**src/sv/ucc_pkg.sv**
```systemverilog
`timescale 1ns / 1ps
// Shared types, constants and the case mapping for the UTF-8 case converter.
// No dependencies.
package ucc_pkg;

    localparam int CpW = 21;

    localparam logic [7:0] AsciiLimit = 8'h80;
    localparam logic [7:0] Lead3Base  = 8'hE0;
    localparam logic [7:0] Lead4Base  = 8'hF0;
    localparam logic [7:0] Lead2Base  = 8'hC0;
    localparam logic [7:0] ContBase   = 8'h80;

    localparam logic CaseLower = 1'b0;
    localparam logic CaseUpper = 1'b1;

    typedef logic [CpW-1:0] t_cp;

    typedef struct packed {
        t_cp  cp;
        logic mode;
    } t_char;

    function automatic t_cp map_lower(input t_cp c);
        t_cp r;
        r = c;
        priority if (c >= 21'h41 && c <= 21'h5A) begin
            r = c + 21'h20;
        end else if (c >= 21'hC0 && c <= 21'hDE && c != 21'hD7) begin
            r = c + 21'h20;
        end else if (c >= 21'h391 && c <= 21'h3A9 && c != 21'h3A2) begin
            r = c + 21'h20;
        end else if (c >= 21'h410 && c <= 21'h42F) begin
            r = c + 21'h20;
        end else begin
            unique case (c)
                21'h386: r = 21'h3AC;
                21'h388: r = 21'h3AD;
                21'h389: r = 21'h3AE;
                21'h38A: r = 21'h3AF;
                21'h38C: r = 21'h3CC;
                21'h38E: r = 21'h3CD;
                21'h38F: r = 21'h3CE;
                21'h3C2: r = 21'h3C3;
                default: r = c;
            endcase
        end
        return r;
    endfunction

    function automatic t_cp map_upper(input t_cp c);
        t_cp r;
        r = c;
        priority if (c >= 21'h61 && c <= 21'h7A) begin
            r = c - 21'h20;
        end else if (c >= 21'hE0 && c <= 21'hFE && c != 21'hF7) begin
            r = c - 21'h20;
        end else if (c >= 21'h3B1 && c <= 21'h3C9 && c != 21'h3C2) begin
            r = c - 21'h20;
        end else if (c >= 21'h430 && c <= 21'h44F) begin
            r = c - 21'h20;
        end else begin
            unique case (c)
                21'h3AC: r = 21'h386;
                21'h3AD: r = 21'h388;
                21'h3AE: r = 21'h389;
                21'h3AF: r = 21'h38A;
                21'h3CC: r = 21'h38C;
                21'h3CD: r = 21'h38E;
                21'h3CE: r = 21'h38F;
                default: r = c;
            endcase
        end
        return r;
    endfunction

endpackage

```
**src/sv/ucc_front.sv**
```systemverilog
`timescale 1ns / 1ps
// Front end: accepts raw bytes and gathers UTF-8 sequences into code points.
// Depends on ucc_pkg.
module ucc_front (
    input  logic           i_clk,
    input  logic           i_rst_n,
    input  logic           i_accept,
    input  logic [7:0]     i_byte,
    input  logic           i_mode,
    output logic           o_push,
    output ucc_pkg::t_char o_char
);
    import ucc_pkg::*;

    logic [1:0] r_pending, n_pending;
    t_cp        r_accum, n_accum;

    always_comb begin
        n_pending   = r_pending;
        n_accum     = r_accum;
        o_push      = 1'b0;
        o_char.cp   = r_accum;
        o_char.mode = i_mode;
        if (i_accept) begin
            if (r_pending == 2'd0) begin
                priority if (i_byte < AsciiLimit) begin
                    n_accum   = {13'd0, i_byte};
                    o_push    = 1'b1;
                    o_char.cp = {13'd0, i_byte};
                end else if (i_byte < Lead3Base) begin
                    n_accum   = {16'd0, i_byte[4:0]};
                    n_pending = 2'd1;
                end else if (i_byte < Lead4Base) begin
                    n_accum   = {17'd0, i_byte[3:0]};
                    n_pending = 2'd2;
                end else begin
                    n_accum   = {18'd0, i_byte[2:0]};
                    n_pending = 2'd3;
                end
            end else begin
                n_accum   = {r_accum[CpW-7:0], i_byte[5:0]};
                n_pending = r_pending - 2'd1;
                if (r_pending == 2'd1) begin
                    o_push    = 1'b1;
                    o_char.cp = {r_accum[CpW-7:0], i_byte[5:0]};
                end
            end
        end
    end

    always_ff @(posedge i_clk) begin
        if (!i_rst_n) begin
            r_pending <= 2'd0;
            r_accum   <= '0;
        end else begin
            r_pending <= n_pending;
            r_accum   <= n_accum;
        end
    end

endmodule

```
**src/sv/ucc_queue.sv**
```systemverilog
`timescale 1ns / 1ps
// Short queue of decoded characters between the front and back ends.
// Depends on ucc_pkg.
module ucc_queue #(
    parameter int Depth = 4
) (
    input  logic           i_clk,
    input  logic           i_rst_n,
    input  logic           i_push,
    input  ucc_pkg::t_char i_char,
    input  logic           i_pop,
    output ucc_pkg::t_char o_char,
    output logic           o_full,
    output logic           o_empty
);
    import ucc_pkg::*;

    localparam int PtrW = (Depth > 1) ? $clog2(Depth) : 1;
    localparam int CntW = $clog2(Depth + 1);
    localparam logic [PtrW-1:0] LastPtr = PtrW'(Depth - 1);
    localparam logic [CntW-1:0] FullCnt = CntW'(Depth);

    t_char           r_mem [Depth];
    logic [PtrW-1:0] r_wr_ptr, n_wr_ptr;
    logic [PtrW-1:0] r_rd_ptr, n_rd_ptr;
    logic [CntW-1:0] r_count, n_count;
    logic            wr_en, rd_en;

    assign o_full  = (r_count == FullCnt);
    assign o_empty = (r_count == '0);
    assign o_char  = r_mem[r_rd_ptr];
    assign wr_en   = i_push && !o_full;
    assign rd_en   = i_pop && !o_empty;

    always_comb begin
        n_wr_ptr = r_wr_ptr;
        n_rd_ptr = r_rd_ptr;
        n_count  = r_count;
        if (wr_en) begin
            n_wr_ptr = (r_wr_ptr == LastPtr) ? '0 : r_wr_ptr + 1'b1;
        end
        if (rd_en) begin
            n_rd_ptr = (r_rd_ptr == LastPtr) ? '0 : r_rd_ptr + 1'b1;
        end
        if (wr_en && !rd_en) begin
            n_count = r_count + 1'b1;
        end else if (rd_en && !wr_en) begin
            n_count = r_count - 1'b1;
        end
    end

    always_ff @(posedge i_clk) begin
        if (!i_rst_n) begin
            r_wr_ptr <= '0;
            r_rd_ptr <= '0;
            r_count  <= '0;
        end else begin
            r_wr_ptr <= n_wr_ptr;
            r_rd_ptr <= n_rd_ptr;
            r_count  <= n_count;
        end
    end

    always_ff @(posedge i_clk) begin
        if (wr_en) begin
            r_mem[r_wr_ptr] <= i_char;
        end
    end

endmodule

```
**src/sv/ucc_back.sv**
```systemverilog
`timescale 1ns / 1ps
// Back end: maps case, re-encodes to UTF-8 and drives the output register.
// Depends on ucc_pkg.
module ucc_back (
    input  logic           i_clk,
    input  logic           i_rst_n,
    input  logic           i_head_valid,
    input  ucc_pkg::t_char i_head,
    output logic           o_head_pop,
    input  logic           i_out_take,
    output logic           o_out_valid,
    output logic [7:0]     o_out_byte,
    output logic           o_char_end
);
    import ucc_pkg::*;

    logic [1:0] r_idx, n_idx;
    logic       r_valid, n_valid;
    logic [7:0] r_byte;
    logic       r_end;
    t_cp        mapped;
    logic [1:0] last_idx;
    logic [7:0] enc [4];
    logic       load, is_last;

    always_comb begin
        mapped = (i_head.mode == CaseUpper) ? map_upper(i_head.cp) : map_lower(i_head.cp);
        enc[0] = 8'h00;
        enc[1] = 8'h00;
        enc[2] = 8'h00;
        enc[3] = 8'h00;
        priority if (mapped < 21'h80) begin
            last_idx = 2'd0;
            enc[0]   = mapped[7:0];
        end else if (mapped < 21'h800) begin
            last_idx = 2'd1;
            enc[0]   = Lead2Base | {3'd0, mapped[10:6]};
            enc[1]   = ContBase | {2'd0, mapped[5:0]};
        end else if (mapped < 21'h10000) begin
            last_idx = 2'd2;
            enc[0]   = Lead3Base | {4'd0, mapped[15:12]};
            enc[1]   = ContBase | {2'd0, mapped[11:6]};
            enc[2]   = ContBase | {2'd0, mapped[5:0]};
        end else begin
            last_idx = 2'd3;
            enc[0]   = Lead4Base | {5'd0, mapped[20:18]};
            enc[1]   = ContBase | {2'd0, mapped[17:12]};
            enc[2]   = ContBase | {2'd0, mapped[11:6]};
            enc[3]   = ContBase | {2'd0, mapped[5:0]};
        end
    end

    assign load       = i_head_valid && (!r_valid || i_out_take);
    assign is_last    = (r_idx == last_idx);
    assign o_head_pop = load && is_last;

    always_comb begin
        n_idx   = r_idx;
        n_valid = r_valid;
        if (load) begin
            n_idx   = is_last ? 2'd0 : r_idx + 2'd1;
            n_valid = 1'b1;
        end else if (i_out_take) begin
            n_valid = 1'b0;
        end
    end

    always_ff @(posedge i_clk) begin
        if (!i_rst_n) begin
            r_idx   <= 2'd0;
            r_valid <= 1'b0;
        end else begin
            r_idx   <= n_idx;
            r_valid <= n_valid;
        end
    end

    always_ff @(posedge i_clk) begin
        if (load) begin
            r_byte <= enc[r_idx];
            r_end  <= is_last;
        end
    end

    assign o_out_valid = r_valid;
    assign o_out_byte  = r_byte;
    assign o_char_end  = r_end;

endmodule

```
**src/sv/utf8_case_convert_stream.sv**
```systemverilog
`timescale 1ns / 1ps
// UTF-8 case converter, top level: mode register, front, queue and back end.
// Depends on ucc_pkg, ucc_front, ucc_queue and ucc_back.
//
// Usage:
//   Input channel: drive i_in_byte with push high; the byte is taken on a
//   clock edge where full is low. One byte per cycle is accepted.
//   Output channel: while empty is low, o_out_byte/o_char_end show the oldest
//   byte; it is taken on an edge where pop is high. o_char_end marks the last
//   byte of each re-encoded character.
//   Config channel: i_cfg_data[0] selects lower (0) or upper (1) case; it is
//   written when i_cfg_valid and o_cfg_ready are high. o_cfg_ready is always
//   high. Write it only while no character is in flight.
//   Flow: a character enters the queue on the edge that takes its last input
//   byte; the back end then loads its bytes into the output register, one per
//   cycle while pop is high.
//   Throughput: one input byte and one output byte per cycle while full is low
//   and pop is high, set by the single-byte output register.
//   Stall: when pop is held low the output register holds, the character
//   queue (QueueDepth entries) fills and then full rises.
//   Reset: synchronous, active low; clears the decoder, queue, output and
//   selects lower case.
module utf8_case_convert_stream #(
    parameter int QueueDepth = 4
) (
    input  logic       i_clk,
    input  logic       i_rst_n,
    input  logic       push,
    output logic       full,
    input  logic [7:0] i_in_byte,
    output logic       empty,
    input  logic       pop,
    output logic [7:0] o_out_byte,
    output logic       o_char_end,
    input  logic       i_cfg_valid,
    output logic       o_cfg_ready,
    input  logic       i_cfg_data
);
    import ucc_pkg::*;

    logic  r_case_mode;
    logic  in_accept, fe_push, q_full, q_empty, q_pop, out_valid;
    t_char fe_char, q_head;

    assign o_cfg_ready = 1'b1;

    always_ff @(posedge i_clk) begin
        if (!i_rst_n) begin
            r_case_mode <= CaseLower;
        end else if (i_cfg_valid && o_cfg_ready) begin
            r_case_mode <= i_cfg_data;
        end
    end

    assign full      = q_full;
    assign in_accept = push && !q_full;

    ucc_front u_front (
        .i_clk    (i_clk),
        .i_rst_n  (i_rst_n),
        .i_accept (in_accept),
        .i_byte   (i_in_byte),
        .i_mode   (r_case_mode),
        .o_push   (fe_push),
        .o_char   (fe_char)
    );

    ucc_queue #(
        .Depth (QueueDepth)
    ) u_queue (
        .i_clk   (i_clk),
        .i_rst_n (i_rst_n),
        .i_push  (fe_push),
        .i_char  (fe_char),
        .i_pop   (q_pop),
        .o_char  (q_head),
        .o_full  (q_full),
        .o_empty (q_empty)
    );

    ucc_back u_back (
        .i_clk        (i_clk),
        .i_rst_n      (i_rst_n),
        .i_head_valid (!q_empty),
        .i_head       (q_head),
        .o_head_pop   (q_pop),
        .i_out_take   (pop),
        .o_out_valid  (out_valid),
        .o_out_byte   (o_out_byte),
        .o_char_end   (o_char_end)
    );

    assign empty = !out_valid;

endmodule

```
**config.mk**
```make
export PLATFORM = sky130hd
export DESIGN_NAME = utf8_case_convert_stream
export DESIGN_NICKNAME = d
export VERILOG_FILES = /design/src/sv/ucc_pkg.sv /design/src/sv/ucc_front.sv /design/src/sv/ucc_queue.sv /design/src/sv/ucc_back.sv /design/src/sv/utf8_case_convert_stream.sv
export SDC_FILE = /design/constraint.sdc
export NUM_CORES = 1
export LEC_CHECK = 0
export ABC_AREA = 1
export BUFFER_PORTS_ARGS = -buffer_cell sky130_fd_sc_hd__buf_2
export CAP_MARGIN = 20
export CORE_MARGIN = 5
export CORE_UTILIZATION = 50
export DETAILED_ROUTE_END_ITERATION = 6
export PLACE_DENSITY = 0.73
export SLEW_MARGIN = 40
export SYNTH_ARGS = -nofsm -noshare
export SYNTH_HDL_FRONTEND = slang
export SYNTH_SLANG_ARGS = --single-unit
```
**constraint.sdc**
```tcl
create_clock -name i_clk -period 4.9 [get_ports i_clk]
set_input_delay 0.735 -clock i_clk [delete_from_list [all_inputs] [get_ports i_clk]]
set_output_delay 0.735 -clock i_clk [all_outputs]
set_load 0.01 [all_outputs]
```
==> flow_summary_export.csv <==
group,metric,value,unit
cts,cts_max_path_buffers,2,
sta,skew,8.72,ps
finish,n_antenna_cell,0,
synthesis,synth_top_area_share,33.2,%
sta,finalSetupViolations,0,
cts,cts-root-buf,"clkbuf_16",
floorplanning,die-height,142,um
cts,worstSkewPairLatency,420,ps
synthesis,netlist_area,8770,sq um
worst_setup_path,worst-r2r-cell-count,28,
worst_setup_path,path_max_fanout,24,
synthesis,ys_seq_area_share,41.4,%
floorplanning,floorplan.initialDensity,50.9,%
routing,dr_total_vias,7939,
worst_setup_path,cp_slowest_stage_delay,380,ps
synthesis,yosys.area.top_type,"edfxtp_1",
routing,drt_iter0_markers,786,
routing,drtAntennaViolNets,0,
finish,layout_common_cells,"333 x nand2_1, 129 x nand3_1, 103 x nor2_1",
sta,hold_viol_final,0,
run,maxCapViolations,0,
synthesis,ys.flop_type,"edfxtp_1",
sta,tns,0,ps
routing,firstDrtPassIters,5,
worst_setup_path,worstSetupPathType,"reg -> reg",
finish,final_util,56.5,%
pwr,p_leak,4.04,nW
worst_setup_path,rr_endpoint,"u_queue.r_count[2]",
synthesis,synth-seq-cells,133,
grt,grt_max_degree,47,
worst_setup_path,endpoint_kind,"flop",
grt,grt_pass1_vias,7646,
synthesis,synthCells,1161,
synthesis,synth_area_leaders,"edfxtp_1 33%, nand2_1 14%, dfxtp_1 8.2%",
worst_setup_path,crit_slowest_cell,"fa_1",
floorplanning,fp.dieArea,20300,sq um
worst_setup_path,worstPathArrival,4810,ps
cts,tritoncts,"built",
cts,cts_sinks,133,
worst_setup_path,start_kind,"flop",
routing,via_per_inst,5.61,
placed_design,dp_hpwl,17100,um
routing,drc,0,
min_path,whs_path_depth,2,
grt,antenna_found_initial,0,
sta,fin_crit_sh,92.1,%
synthesis,ys_types,50,
placed_design,place.gp.congestion,1.10,
synthesis,synth.net_count,1187,
pwr,power_density,375,nW/um^2
min_path,hold_path.class,"reg -> reg",
grt,grt_pass1_wl,38000,um
floorplanning,rows,48,
finish,nFillCells,1548,
pwr,ir_worst_vdd,277,uV
finish,area_growth,11.0,%
synthesis,yosys_warnings,0,
worst_setup_path,r2r_setup_slack,390,ps
placed_design,portBuffers,24,
status,run_status,"completed",
floorplanning,core_area,17200,sq um
sta,tightest_slew,782,ps
finish,design_area,9730,sq um
floorplanning,io_pins,26,
sta,relSlewSlack,47.8,%
finish,finish.net_count,1205,
routing,wl_per_cell,16.6,um
grt,grt.total_usage,23.6,%
cts,cts_buffers,17,
sta,rsz0062_at_grt,"no",
floorplanning,die_w,142,um
cts,clkTransAtPathRegs,60,ps
finish,layout-drive-gt1-share,15.8,%
min_path,worstHoldStart,"u_front.r_accum[15]",
finish,final_common_cell,"nand2_1",
worst_setup_path,cp_data_required_time,5200,ps
cts,htree_levels,4,
synthesis,synthArstFlopShare,0,%
synthesis,avgSynthCellArea,7.55,sq um
grt,grt_overflow,0,
synthesis,synth_edf_count,97,
sta,post-route-min-period,4510,ps
min_path,hold_end,"u_front.r_accum[15]",
sta,max_freq,222,MHz
sta,slew_violations,0,
placed_design,placed_area,9040,sq um
routing,routed_wl,23400,um
registers in the layout, summed over array words and instances, names as in the netlist, named ones only:
signal              count
u_queue.r_mem          88
u_queue.r_rd_ptr        2
u_back.o_char_end       1
u_back.r_idx            2
u_front.r_accum        21
u_front.r_pending       2
u_back.o_out_valid      1
r_case_mode             1
u_queue.r_count         3
u_queue.r_wr_ptr        2
u_back.o_out_byte       8
through the flow:
step,cells,hold slack (ps),worst slack (ps),power [W]
6_report,1416,468,389,0.00365
5_1_grt,1416,482,36.6,0.00384
4_1_cts,1416,464,214,0.00364
3_5_place_dp,1385,455,342,0.00231
3_3_place_gp,1385,454,336,0.00231
2_1_floorplan,1161,445,1080,0.00207
per-layer routing:
metal	global-route usage [%]	part of all wire, %	vias to the layer above
li1	-	-	3915
met4	9.65	2.9	0
met5	0	0	-
met2	40.4	49	264
met3	4.40	5.0	58
met1	29.5	43	3702
synth_stat cells, types with 2 or more instances:
library cell,number
o21a_1,4
nor3_2,3
nand3_2,13
nor2_2,9
o211ai_1,6
buf_4,6
inv_2,14
nand4_1,27
clkinv_1,2
o21ai_0,59
or2_2,4
a211oi_1,12
nor2_4,11
a21oi_1,45
nor2_8,2
o22ai_1,13
nor2_1,108
inv_1,97
xor2_1,5
buf_6,10
ha_1,11
buf_2,8
edfxtp_1,97
nand2_1,336
o2111ai_1,2
dfxtp_1,36
nand2_4,13
nor3_1,11
clkbuf_1,16
nand2_2,32
nand3_1,129
o21ai_1,2
layout make-up:
| class | instances | area, sq um | share of cell area (%) |
|---|---|---|---|
| inverters | 114 | 438 | 4.50 |
| well taps | 225 | 282 | 2.89 |
| repair buffers | 42 | 284 | 2.92 |
| flip-flops and latches | 133 | 3630 | 37.3 |
| clock inverters | 8 | 108 | 1.11 |
| multi-input cells | 871 | 4470 | 45.9 |
| clock buffers | 23 | 522 | 5.36 |
worst max-delay path, delay by kind of cell (launching register included):
family | cells | cell delay [ps]
AO/OA/AOI/OAI | 5 | 790
adder cells (fa/ha/maj) | 2 | 540
buffers and inverters | 4 | 580
flip-flops | 1 | 350
AND/OR/NAND/NOR | 17 | 2120
worst max-delay path by stage:
stage	end	slack (ps)	cells past startpoint
after CTS	u_queue.r_count[2]	210	27
after global placement	u_queue.r_count[2]	340	27
after global routing	u_queue.r_count[2]	40	31
final	u_queue.r_count[2]	390	28
after detailed placement	u_queue.r_count[2]	340	27
after floorplan	u_queue.r_count[2]	1080	26
timing repair:
item	CTS	global route
setup buffers	0	0
endpoints found under the setup margin	0	2
hold buffers	0	0
resized for setup	0	23
power by group:
| group | switching [W] | internal (W) | leakage, nW |
|---|---|---|---|
| Combinational | 0.000676 | 0.000272 | 2.52 |
| Clock | 0.000475 | 0.000855 | 0.310 |
| Sequential | 0.0000461 | 0.00133 | 1.21 |
cells by family (layout without fill, tap and decap cells):
family                   Yosys count  in the layout  synth area share [%]
AO/OA/AOI/OAI                    150            150                  9.75
XOR/XNOR                           6              6                 0.685
adder cells (fa/ha/maj)           12             12                  1.80
buffers and inverters            157            187                  8.29
flip-flops                       133            133                  41.4
multiplexers                       1              1                 0.114
other                              1              1                0.0428
AND/OR/NAND/NOR                  701            701                  37.9
Note: power is estimated with default switching activity, not from simulation.
